==> src/rtl/core/ewsm_pkg.sv <==
// ----------------------------------------------------------------------------
// ewsm_pkg
// Codes, types and constants shared by the E2E window state machine files.
// ----------------------------------------------------------------------------
package ewsm_pkg;

	localparam logic [7:0] MAX_WINDOW = 8'd255;

	// state codes
	localparam logic [2:0] ST_NODATA  = 3'd0;
	localparam logic [2:0] ST_INIT    = 3'd1;
	localparam logic [2:0] ST_VALID   = 3'd2;
	localparam logic [2:0] ST_SYNC    = 3'd3;
	localparam logic [2:0] ST_INVALID = 3'd4;

	// profile check status codes
	localparam logic [2:0] CS_OK       = 3'd0;
	localparam logic [2:0] CS_REPEATED = 3'd1;
	localparam logic [2:0] CS_WRONGSEQ = 3'd2;
	localparam logic [2:0] CS_ERROR    = 3'd3;

	// item kinds
	localparam logic KIND_CHECK = 1'b0;
	localparam logic KIND_RESET = 1'b1;

	// configuration register indexes
	localparam int unsigned CFG_IDX_W = 3;
	localparam logic [CFG_IDX_W-1:0] REG_WINDOW_SIZE = 3'd0;
	localparam logic [CFG_IDX_W-1:0] REG_MAX_ERROR   = 3'd1;
	localparam logic [CFG_IDX_W-1:0] REG_MIN_OK      = 3'd2;
	localparam logic [CFG_IDX_W-1:0] REG_SYNC_THR    = 3'd3;
	localparam logic [CFG_IDX_W-1:0] REG_TIMEOUT     = 3'd4;

	typedef struct packed {
		logic [7:0]  window_size;
		logic [7:0]  max_error_threshold;
		logic [7:0]  min_ok_threshold;
		logic [15:0] sync_threshold;
		logic [31:0] timeout_limit;
	} cfg_t;

	typedef struct packed {
		logic [2:0]  fsm_state;
		logic [7:0]  ok_count;
		logic [7:0]  err_count;
		logic [15:0] sync_count;
		logic [31:0] last_ok_time;
		logic        avail_flag;
	} sm_t;

	typedef struct packed {
		logic [2:0] sm_state;
		logic       data_valid;
		logic       data_available;
		logic [7:0] error_count;
		logic [7:0] window_fill;
	} res_t;

endpackage

==> src/rtl/core/ewsm_if.sv <==
// ----------------------------------------------------------------------------
// ewsm_if
// Valid/ready channels: check items, results and configuration writes.
// ----------------------------------------------------------------------------
interface ewsm_chk_if;
	logic        valid;
	logic        ready;
	logic        kind;
	logic [2:0]  check_status;
	logic [31:0] time_stamp;

	modport source (output valid, kind, check_status, time_stamp, input ready);
	modport sink   (input valid, kind, check_status, time_stamp, output ready);
endinterface

interface ewsm_res_if;
	logic       valid;
	logic       ready;
	logic [2:0] sm_state;
	logic       data_valid;
	logic       data_available;
	logic [7:0] error_count;
	logic [7:0] window_fill;

	modport source (output valid, sm_state, data_valid, data_available, error_count,
		window_fill, input ready);
	modport sink   (input valid, sm_state, data_valid, data_available, error_count,
		window_fill, output ready);
endinterface

interface ewsm_cfg_if;
	logic        valid;
	logic        ready;
	logic [2:0]  index;
	logic [31:0] data;

	modport source (output valid, index, data, input ready);
	modport sink   (input valid, index, data, output ready);
endinterface

==> src/rtl/core/ewsm_step.sv <==
// ----------------------------------------------------------------------------
// ewsm_step
// Next-state and result logic for one item: counter update, timeout test,
// state transition, and the clear done by a reset item.
// ----------------------------------------------------------------------------
module ewsm_step
	import ewsm_pkg::*;
(
	input  cfg_t        cfg,
	input  sm_t         cur,
	input  logic        kind,
	input  logic [2:0]  check_status,
	input  logic [31:0] time_stamp,
	output sm_t         nxt,
	output res_t        res
);

	logic        is_ok;
	logic        is_err;
	logic [7:0]  win;
	logic [7:0]  ok_inc;
	logic [7:0]  err_inc;
	logic [7:0]  ok_cap;
	logic [7:0]  err_cap;
	logic [15:0] sync_inc;
	logic [31:0] elapsed;
	logic        timed_out;
	logic        err_hit;
	logic        ok_met;
	logic [2:0]  st_new;
	logic [8:0]  sum;

	assign is_ok  = (check_status == CS_OK);
	assign is_err = (check_status == CS_ERROR);
	assign win    = (cfg.window_size < MAX_WINDOW) ? cfg.window_size : MAX_WINDOW;

	always_comb begin
		if (is_ok) begin
			ok_inc   = (cur.ok_count != 8'hFF) ? cur.ok_count + 8'd1 : cur.ok_count;
			err_inc  = (cur.err_count != 8'd0) ? cur.err_count - 8'd1 : cur.err_count;
			sync_inc = (cur.sync_count != 16'hFFFF) ? cur.sync_count + 16'd1 : cur.sync_count;
		end else begin
			ok_inc   = (cur.ok_count != 8'd0) ? cur.ok_count - 8'd1 : cur.ok_count;
			err_inc  = (cur.err_count != 8'hFF) ? cur.err_count + 8'd1 : cur.err_count;
			sync_inc = cur.sync_count;
		end
	end

	assign ok_cap  = (ok_inc > win) ? win : ok_inc;
	assign err_cap = (err_inc > win) ? win : err_inc;

	assign elapsed   = time_stamp - cur.last_ok_time;
	assign timed_out = (cfg.timeout_limit != 32'd0) && (cur.last_ok_time != 32'd0)
		&& (elapsed > cfg.timeout_limit);

	// thresholds compare against the counters after this item's update
	assign err_hit = (err_cap >= cfg.max_error_threshold);
	assign ok_met  = (ok_cap >= cfg.min_ok_threshold);

	always_comb begin
		case (cur.fsm_state)
			ST_NODATA: begin
				if (is_ok)       st_new = ST_INIT;
				else if (is_err) st_new = ST_INVALID;
				else             st_new = ST_NODATA;
			end
			ST_INIT: begin
				if (is_ok)       st_new = ok_met ? ST_VALID : ST_INIT;
				else if (is_err) st_new = err_hit ? ST_INVALID : ST_INIT;
				else             st_new = ST_INIT;
			end
			ST_VALID: begin
				if (is_err)      st_new = err_hit ? ST_INVALID : ST_SYNC;
				else if (check_status == CS_REPEATED || check_status == CS_WRONGSEQ)
					st_new = ST_SYNC;
				else             st_new = ST_VALID;
			end
			ST_SYNC: begin
				if (is_ok)
					st_new = (sync_inc >= cfg.sync_threshold) ? ST_VALID : ST_SYNC;
				else if (is_err) st_new = err_hit ? ST_INVALID : ST_SYNC;
				else             st_new = ST_SYNC;
			end
			ST_INVALID: begin
				if (is_ok)       st_new = ok_met ? ST_VALID : ST_SYNC;
				else             st_new = ST_INVALID;
			end
			default: st_new = ST_INVALID;
		endcase
	end

	always_comb begin
		if (kind == KIND_RESET) begin
			nxt = '0;
			nxt.fsm_state = ST_NODATA;
		end else begin
			nxt.ok_count   = ok_cap;
			nxt.err_count  = err_cap;
			nxt.sync_count = sync_inc;
			if (timed_out) begin
				// skip the transition table, keep the last valid time
				nxt.fsm_state    = ST_INVALID;
				nxt.last_ok_time = cur.last_ok_time;
				nxt.avail_flag   = 1'b0;
			end else begin
				nxt.fsm_state    = st_new;
				nxt.last_ok_time = is_ok ? time_stamp : cur.last_ok_time;
				nxt.avail_flag   = (st_new == ST_VALID) || (st_new == ST_SYNC)
					|| (st_new == ST_INIT);
			end
		end
	end

	assign sum = {1'b0, nxt.ok_count} + {1'b0, nxt.err_count};

	always_comb begin
		res.sm_state       = nxt.fsm_state;
		res.data_valid     = (nxt.fsm_state == ST_VALID);
		res.data_available = nxt.avail_flag;
		res.error_count    = nxt.err_count;
		res.window_fill    = (sum > {1'b0, win}) ? win : sum[7:0];
	end

endmodule

==> src/rtl/core/e2e_window_state_machine.sv <==
// ----------------------------------------------------------------------------
// e2e_window_state_machine
// E2E protection state machine with capped ok/error window counters.
// Path: an accepted item is held in the input register, then the result
// register loads its result once the result side can take a new one.
// Throughput: one item per cycle while results are taken; the state registers
// update when the input register hands its item to the result register.
// Reset: arst_n clears the machine to NODATA and loads register defaults.
// ----------------------------------------------------------------------------
module e2e_window_state_machine
	import ewsm_pkg::*;
(
	input  logic        clk,
	input  logic        arst_n,
	ewsm_chk_if.sink    chk,
	ewsm_res_if.source  res,
	ewsm_cfg_if.sink    cfg
);

	cfg_t        cfg_q;
	sm_t         st_q;
	sm_t         st_nxt;
	res_t        res_nxt;
	res_t        res_q;
	logic        valid_s1;
	logic        kind_s1;
	logic [2:0]  status_s1;
	logic [31:0] stamp_s1;
	logic        res_valid_q;
	logic        adv_s1;
	logic        chk_acc;

	assign adv_s1    = valid_s1 && (!res_valid_q || res.ready);
	assign chk.ready = !valid_s1 || adv_s1;
	assign chk_acc   = chk.valid && chk.ready;
	assign cfg.ready = 1'b1;

	always_ff @(posedge clk or negedge arst_n) begin
		if (!arst_n) begin
			cfg_q.window_size         <= 8'd8;
			cfg_q.max_error_threshold <= 8'd3;
			cfg_q.min_ok_threshold    <= 8'd3;
			cfg_q.sync_threshold      <= 16'd3;
			cfg_q.timeout_limit       <= 32'd0;
		end else if (cfg.valid) begin
			case (cfg.index)
				REG_WINDOW_SIZE: cfg_q.window_size         <= cfg.data[7:0];
				REG_MAX_ERROR:   cfg_q.max_error_threshold <= cfg.data[7:0];
				REG_MIN_OK:      cfg_q.min_ok_threshold    <= cfg.data[7:0];
				REG_SYNC_THR:    cfg_q.sync_threshold      <= cfg.data[15:0];
				REG_TIMEOUT:     cfg_q.timeout_limit       <= cfg.data;
				default: ;
			endcase
		end
	end

	always_ff @(posedge clk or negedge arst_n) begin
		if (!arst_n) begin
			valid_s1 <= 1'b0;
		end else if (chk_acc) begin
			valid_s1 <= 1'b1;
		end else if (adv_s1) begin
			valid_s1 <= 1'b0;
		end
	end

	always_ff @(posedge clk) begin
		if (chk_acc) begin
			kind_s1   <= chk.kind;
			status_s1 <= chk.check_status;
			stamp_s1  <= chk.time_stamp;
		end
	end

	ewsm_step u_step (
		.cfg          (cfg_q),
		.cur          (st_q),
		.kind         (kind_s1),
		.check_status (status_s1),
		.time_stamp   (stamp_s1),
		.nxt          (st_nxt),
		.res          (res_nxt)
	);

	always_ff @(posedge clk or negedge arst_n) begin
		if (!arst_n) begin
			st_q           <= '0;
			st_q.fsm_state <= ST_NODATA;
		end else if (adv_s1) begin
			st_q <= st_nxt;
		end
	end

	always_ff @(posedge clk or negedge arst_n) begin
		if (!arst_n) begin
			res_valid_q <= 1'b0;
		end else if (adv_s1) begin
			res_valid_q <= 1'b1;
		end else if (res.ready) begin
			res_valid_q <= 1'b0;
		end
	end

	always_ff @(posedge clk) begin
		if (adv_s1) begin
			res_q <= res_nxt;
		end
	end

	assign res.valid          = res_valid_q;
	assign res.sm_state       = res_q.sm_state;
	assign res.data_valid     = res_q.data_valid;
	assign res.data_available = res_q.data_available;
	assign res.error_count    = res_q.error_count;
	assign res.window_fill    = res_q.window_fill;

	// availability always follows the state, the timeout path into INVALID included
	a_avail_matches_state: assert property (@(posedge clk) disable iff (!arst_n)
		st_q.avail_flag == ((st_q.fsm_state == ST_VALID) || (st_q.fsm_state == ST_SYNC)
			|| (st_q.fsm_state == ST_INIT)))
		else $error("avail flag out of step with state");

	a_reset_item_clears: assert property (@(posedge clk) disable iff (!arst_n)
		adv_s1 && (kind_s1 == KIND_RESET) |=> (st_q.fsm_state == ST_NODATA)
			&& (st_q.ok_count == 8'd0) && (st_q.err_count == 8'd0)
			&& (st_q.last_ok_time == 32'd0))
		else $error("reset item left state behind");

	// a blocked result must freeze the machine
	a_stall_holds_state: assert property (@(posedge clk) disable iff (!arst_n)
		res_valid_q && !res.ready |=> $stable(st_q))
		else $error("state moved while result stalled");

endmodule
==> src/flat_wrapper.sv <==
// flat-port wrapper written by rule: the top's interface ports become plain ports
module e2e_window_state_machine_flat import ewsm_pkg::*;
  (clk, arst_n, chk_valid, chk_kind, chk_check_status, chk_time_stamp, chk_ready, res_valid, res_sm_state, res_data_valid, res_data_available, res_error_count, res_window_fill, res_ready, cfg_valid, cfg_index, cfg_data, cfg_ready);
  ewsm_chk_if chk_i ();
  ewsm_res_if res_i ();
  ewsm_cfg_if cfg_i ();
  input  logic clk;
  input  logic arst_n;
  input wire logic [$bits(chk_i.valid)-1:0] chk_valid;
  input wire logic [$bits(chk_i.kind)-1:0] chk_kind;
  input wire logic [$bits(chk_i.check_status)-1:0] chk_check_status;
  input wire logic [$bits(chk_i.time_stamp)-1:0] chk_time_stamp;
  output wire logic [$bits(chk_i.ready)-1:0] chk_ready;
  output wire logic [$bits(res_i.valid)-1:0] res_valid;
  output wire logic [$bits(res_i.sm_state)-1:0] res_sm_state;
  output wire logic [$bits(res_i.data_valid)-1:0] res_data_valid;
  output wire logic [$bits(res_i.data_available)-1:0] res_data_available;
  output wire logic [$bits(res_i.error_count)-1:0] res_error_count;
  output wire logic [$bits(res_i.window_fill)-1:0] res_window_fill;
  input wire logic [$bits(res_i.ready)-1:0] res_ready;
  input wire logic [$bits(cfg_i.valid)-1:0] cfg_valid;
  input wire logic [$bits(cfg_i.index)-1:0] cfg_index;
  input wire logic [$bits(cfg_i.data)-1:0] cfg_data;
  output wire logic [$bits(cfg_i.ready)-1:0] cfg_ready;
  assign chk_i.valid = chk_valid;
  assign chk_i.kind = chk_kind;
  assign chk_i.check_status = chk_check_status;
  assign chk_i.time_stamp = chk_time_stamp;
  assign chk_ready = chk_i.ready;
  assign res_valid = res_i.valid;
  assign res_sm_state = res_i.sm_state;
  assign res_data_valid = res_i.data_valid;
  assign res_data_available = res_i.data_available;
  assign res_error_count = res_i.error_count;
  assign res_window_fill = res_i.window_fill;
  assign res_i.ready = res_ready;
  assign cfg_i.valid = cfg_valid;
  assign cfg_i.index = cfg_index;
  assign cfg_i.data = cfg_data;
  assign cfg_ready = cfg_i.ready;
  e2e_window_state_machine u_core (.clk(clk), .arst_n(arst_n), .chk(chk_i), .res(res_i), .cfg(cfg_i));
endmodule
==> config.mk <==
export PLATFORM = sky130hd
export DESIGN_NAME = e2e_window_state_machine_flat
export DESIGN_NICKNAME = d
export VERILOG_FILES = /design/src/rtl/core/ewsm_pkg.sv /design/src/rtl/core/ewsm_if.sv /design/src/rtl/core/ewsm_step.sv /design/src/rtl/core/e2e_window_state_machine.sv /design/src/flat_wrapper.sv
export SDC_FILE = /design/constraint.sdc
export NUM_CORES = 1
export LEC_CHECK = 0
export ABC_AREA = 1
export BUFFER_PORTS_ARGS = -buffer_cell sky130_fd_sc_hd__buf_2
export CORE_AREA = 2 2 191 146
export DETAILED_ROUTE_END_ITERATION = 8
export DIE_AREA = 0 0 193 148
export PLACE_DENSITY = 0.69
export SLEW_MARGIN = 10
export SYNTH_ARGS = -nofsm -noshare
export SYNTH_HDL_FRONTEND = slang
export SYNTH_SLANG_ARGS = --single-unit
==> constraint.sdc <==
create_clock -name clk -period 7.4 [get_ports clk]
set_input_delay 1.11 -clock clk [delete_from_list [all_inputs] [get_ports clk]]
set_output_delay 1.11 -clock clk [all_outputs]
set_load 0.1 [all_outputs]
# ---- Yosys cells after proc, flatten, opt, wreduce, memory -nomap -nowiden
# Cells that the tools add are included.
dict set report op_classes {
  n_addsub 7
  magnitude_cmp 8
  eq_ne 19
  muxes 35
  reduce_logical 28
}
# op n
set ops {}
lappend ops {{2-to-1 mux 8 bit} 10}
lappend ops {{2-to-1 mux 68 bit} 1}
lappend ops {{nonzero test 32 bit} 2}
lappend ops {{2-to-1 mux 3 bit} 11}
lappend ops {{2-to-1 mux 33 bit} 1}
lappend ops {{> comparator 32 bit} 1}
lappend ops {{2-to-1 mux 16 bit} 2}
lappend ops {{2-to-1 mux 32 bit} 1}
lappend ops {{subtractor 32 bit} 1}
lappend ops {{equality test 3 x 2 -> 1 bit, second input constant} 9}
lappend ops {{adder 16 x 1 -> 16 bit, second input constant} 1}
lappend ops {{adder 8 x 1 -> 8 bit, second input constant} 2}
lappend ops {{>= comparator 16 bit} 1}
lappend ops {{>= comparator 8 bit} 2}
lappend ops {{> comparator 8 bit} 2}
lappend ops {{inequality test 16 bit, second input constant} 1}
lappend ops {{inequality test 8 bit, second input constant} 2}
lappend ops {{nonzero test 8 bit} 2}
lappend ops {{subtractor 8 x 1 -> 8 bit, second input constant} 2}
lappend ops {{one-hot mux 3 bit (5 select lines)} 1}
lappend ops {{equality test 3 x 1 -> 1 bit, second input constant} 4}
lappend ops {{AND reduction 2 bit} 5}
lappend ops {{adder 8 x 8 -> 9 bit} 1}
lappend ops {{> comparator 9 x 8 -> 1 bit} 1}
lappend ops {{other kinds (12)} 31}
dict set report word_totals {
  regBits 198
  in_bits 76
  out_inout_bits 24
  word_cells 117
}

# ---- Depth between registers and ports, before layout
dict set report logic_depth {
  depth_word 18
  mapped_depth 40
  ltp_nobuf 40
}

# ---- By module
# A second synthesis with hierarchy kept.
dict set report hier_totals {
  cells_unflattened 2160
  area_unflattened_um2 15362.2
}
# module instances cells_each area_each_um2
set by_module_without_submodules {}
lappend by_module_without_submodules {ewsm_step 1 1475 7978.9}
lappend by_module_without_submodules {e2e_window_state_machine 1 685 7383.3}

# ---- Least setup slack after synthesis
# OpenSTA, ideal clock, no wires.
dict set report synth_path {
  path_type {reg2reg}
  start {register u_core.st_q[51] in the netlist's numbering}
  end {register u_core.res_q (netlist bit u_core.res.window_fill[0]), data pin}
  arrival_ns 4.867
  setup_slack_ns 2.279
  path_stages_with_launch 32
  n_path_buf 2
  path_cell_list {dfrtp_1 > buf_4 > nor3_1 > nand4_1 > or2_2 > nand3_1 > nand2_1 > and2_1 > ha_1 > nand2_1 > nor2_1 > nand2_1 > a21boi_1 > nand2_1 > nand2_1 > nor2_1 > ha_1 > fa_1 > nand3_1 > nand2_1 > nand2_1 > a21oi_1 > nor2_1 > xnor2_1 > ha_1 > nand2_1 > inv_1 > nand4_1 > or2_2 > clkbuf_1 > nand3_1 > nand2_1}
}
# element line_no
set synth_lines {}
lappend synth_lines {{from (decl)} e2e_window_state_machine.sv:21} ;# sm_t st_q;
lappend synth_lines {{from (signal assigned)} e2e_window_state_machine.sv:90} ;# st_q <= st_nxt;
lappend synth_lines {{to (signal assigned)} e2e_window_state_machine.sv:106} ;# res_q <= res_nxt;
lappend synth_lines {{to (decl)} e2e_window_state_machine.sv:24} ;# res_t res_q;

==> results.tsv <==
stage	metric	value	unit
run_status	status	complete, no violations	
worst_setup_path	setup.worst_path.class	reg -> reg	
routing	drt-total-wl	37200	um
final_layout	final_common_cell	nand2_1	
worst_setup_path	path_common_cell	nand2_1	
worst_setup_path	worst_setup_path_start_kind	flop	
worst_setup_path	end_kind	flop	
clock_tree	cts.sinks	198	
power_and_ir_drop	ir_drop	0.266	mV
worst_setup_path	slowest_delay	0.55	ns
grt	grt_max_degree	91	
die	die_h	148	um
timing	period_needed	6.21	ns
clock_tree	htree_levels	4	
worst_hold_path	worstHoldPathType	reg -> reg	
place	gp_congestion	0.958	
place	io_buffers	98	
die	io_pins	100	
die	initial_utilization	51.5	%
yosys	ys.flop_type	dfrtp_1	
routing	vias	12200	
final_layout	area.growth.synth_to_final	10.1	%
clock_tree	clockBufferDepth	2	
timing	worstMarginPinSlew	1.11	ns
power_and_ir_drop	p_leak	7.71	nW
final_layout	drive_gt1_share	8.82	%
power_and_ir_drop	totalPowerFinal	6.75	mW
timing	finalMaxSlewViolations	0	
power_and_ir_drop	p_sw	3.50	mW
grt	grt_pass1_vias	11100	
yosys	netlist_area	13700	sq um
timing	hold_viol	0	
power_and_ir_drop	power_frac_seq	24.4	%
worst_setup_path	critPathMaxFanout	30	
clock_tree	clk_pin_slew	0.08	ns
worst_setup_path	required	7.61	ns
routing	drc_errors	0	
die	core	26700	sq um
clock_tree	cts_buffers	17	
timing	slew_headroom	25.9	%
final_layout	final_cell_mix	nand2_1 (434), inv_1 (283), nor2_1 (155), o21ai_0 (150), dfrtp_1 (134)	
routing	wl_per_cell	16.4	um
timing	setup_viol	0	
power_and_ir_drop	internal_power	3.25	mW
yosys	avgSynthCellArea	7.53	sq um
yosys	ys_ff_latch	198	
timing	rsz0062_at_grt	no	
routing	drt-initial-drc-count	1069	
power_and_ir_drop	power.share.clock	14.2	%
grt	grt_use_total	26.9	%
power_and_ir_drop	combPwrFrac	61.3	%
clock_tree	cts_root_buf	clkbuf_16	
die	rows	52	
yosys	synth.distinct_cells	46	
worst_setup_path	cp.arrival	6.42	ns
run	maxCapViolCount	0	
routing	via_per_inst	5.38	
clock_tree	cts_hold_buf	0	
worst_setup_path	slowest_stage	nand2_1	
timing	tns	0	ns
routing	ant_nets	0	
final_layout	fin_nets	2113	
power_and_ir_drop	switching_share	51.9	%
yosys	async_flop_share	71.2	%
die	die_w	193	um
routing	dr.pass1.iters	7	
die	die-area	28600	sq um
clock_tree	cts_tree	yes	
final_layout	antenna_cells	0	
clock_tree	clock_latency	0.45	ns
final_layout	nFillCells	2540	
grt	grt_pass1_wl	59400	um
yosys	synth-seq-area-share	38.2	%
yosys	syn_nets	2034	
yosys	syn_inst	1824	
clock_tree	cts_resized	0	
clock_tree	post_cts_buffers	0	
timing	clock_skew	0.0143	ns
power_and_ir_drop	pwr_density_cell	446	nW/um^2
timing	fmax	161	MHz
grt	antenna_found_initial	0	
place	place.detailed.hpwl	28600	um
yosys	synth_edf_count	57	
timing	min_period_over_period	83.9	%
yosys	yosysWarnings	0	
grt	grt-ovfl-total	0	
cells in the mapped netlist, types with 4 or more instances:
master,instances,area (sq um)
nor4_1,5,31.3
inv_1,284,1070
nand4_1,46,288
xnor2_1,12,105
ha_1,132,1650
o22ai_1,10,62.6
nor2_1,155,582
xor2_1,47,412
nor3_1,16,80.1
nand2_1,434,1630
a21o_1,7,52.6
o21ai_1,6,30.0
nand3_1,112,561
o21bai_1,8,60.1
o21ai_0,150,751
nand3_2,5,50.1
a21oi_1,106,531
buf_2,13,65.1
or2_2,4,25.0
o211ai_1,6,45.0
edfxtp_1,57,1710
clkbuf_1,30,113
dfrtp_1,134,3350
dfstp_2,7,184
path summary, 6_finish.rpt:
path,startpoint,endpoint,slack [ns],cells past startpoint
worst min register to register,u_core.cfg_q[45]$_DFFE_PN0P_,u_core.cfg_q[45]$_DFFE_PN0P_,0.49,2
worst max-delay path,u_core.status_s1[1]$_DFFE_PP_,u_core.res.window_fill[3]$_DFFE_PP_,1.19,33
worst max register to register,u_core.status_s1[1]$_DFFE_PP_,u_core.res.window_fill[3]$_DFFE_PP_,1.19,33
worst min-delay path,u_core.cfg_q[45]$_DFFE_PN0P_,u_core.cfg_q[45]$_DFFE_PN0P_,0.49,2
max in group asynchronous,arst_n,u_core.valid_s1$_DFFE_PN0P_,5.45,2
min in group asynchronous,arst_n,u_core.cfg_q[11]$_DFFE_PN0P_,0.73,1
per-stage QoR:
| stage | util, % | instance area [sq um] | hold slack, ns | setup WS [ns] | instances |
|---|---|---|---|---|---|
| after global routing | 56.7 | 15100 | 0.521 | 0.592 | 2267 |
| after global placement | 54.5 | 14500 | 0.466 | 1.52 | 2235 |
| after detailed placement | 54.5 | 14500 | 0.474 | 1.30 | 2235 |
| final | 56.7 | 15100 | 0.488 | 1.19 | 2267 |
| after floorplan | - | 13700 | 0.453 | 2.28 | 1824 |
| after CTS | 56.7 | 15100 | 0.493 | 1.25 | 2267 |
per-layer routing:
| layer | GRT usage, % | wire length, um | up-vias |
|---|---|---|---|
| li1 | - | - | 6124 |
| met1 | 44.4 | 19200 | 5647 |
| met2 | 35.4 | 14500 | 402 |
| met3 | 5.41 | 3080 | 22 |
| met4 | 5.27 | 363 | 0 |
| met5 | 0 | 0 | - |
cell type report:
cell class              count  area (sq um)  share of cell area, %
clock buffers              17           425                   2.81
clock inverters            15           160                   1.06
inverters                 290          1090                   7.20
multi-input cells        1289          7200                   47.6
flip-flops and latches    198          5250                   34.7
well taps                 351           439                   2.90
repair buffers            107           564                   3.73
state kept, by name, indices dropped and copies added (netlist names):
name                       cells
u_core.stamp_s1               32
u_core.valid_s1                1
u_core.res.data_available      1
u_core.res.error_count         8
u_core.res.window_fill         8
u_core.res.valid               1
u_core.cfg_q                  72
u_core.st_q                   67
u_core.status_s1               3
u_core.res.sm_state            3
u_core.res.data_valid          1
u_core.kind_s1                 1
worst max-delay path, delay by kind of cell (launching register included):
family	cells	cell delay (ns)
buf+inv	4	1.06
fa+ha+maj	4	1.18
compound gates	7	0.84
xor+xnor	1	0.18
flops	1	0.37
simple gates	17	2.31
cell families (layout without fill, tap and decap cells):
family | Yosys count | count (layout) | share of synthesized area [%]
AOI/OAI and AO/OA | 305 | 305 | 11.8
xor gates and xnor gates | 59 | 59 | 3.76
adders and majority gates | 134 | 134 | 12.3
buffers and inverters | 337 | 429 | 9.38
DFF | 198 | 198 | 38.2
other | 1 | 1 | 0.0273
and+or+nand+nor | 790 | 790 | 24.5
power groups by stage:
stage | Sequential, mW | Clock, mW | Combinational (mW)
3_3_place_gp | 1.66 | 0 | 3.98
4_1_cts | 1.64 | 0.974 | 4.07
2_1_floorplan | 1.91 | 0 | 2.80
5_1_grt | 1.68 | 1.01 | 4.68
3_5_place_dp | 1.66 | 0 | 4.04
6_report | 1.65 | 0.959 | 4.14
(Power assumes the default switching activity.)
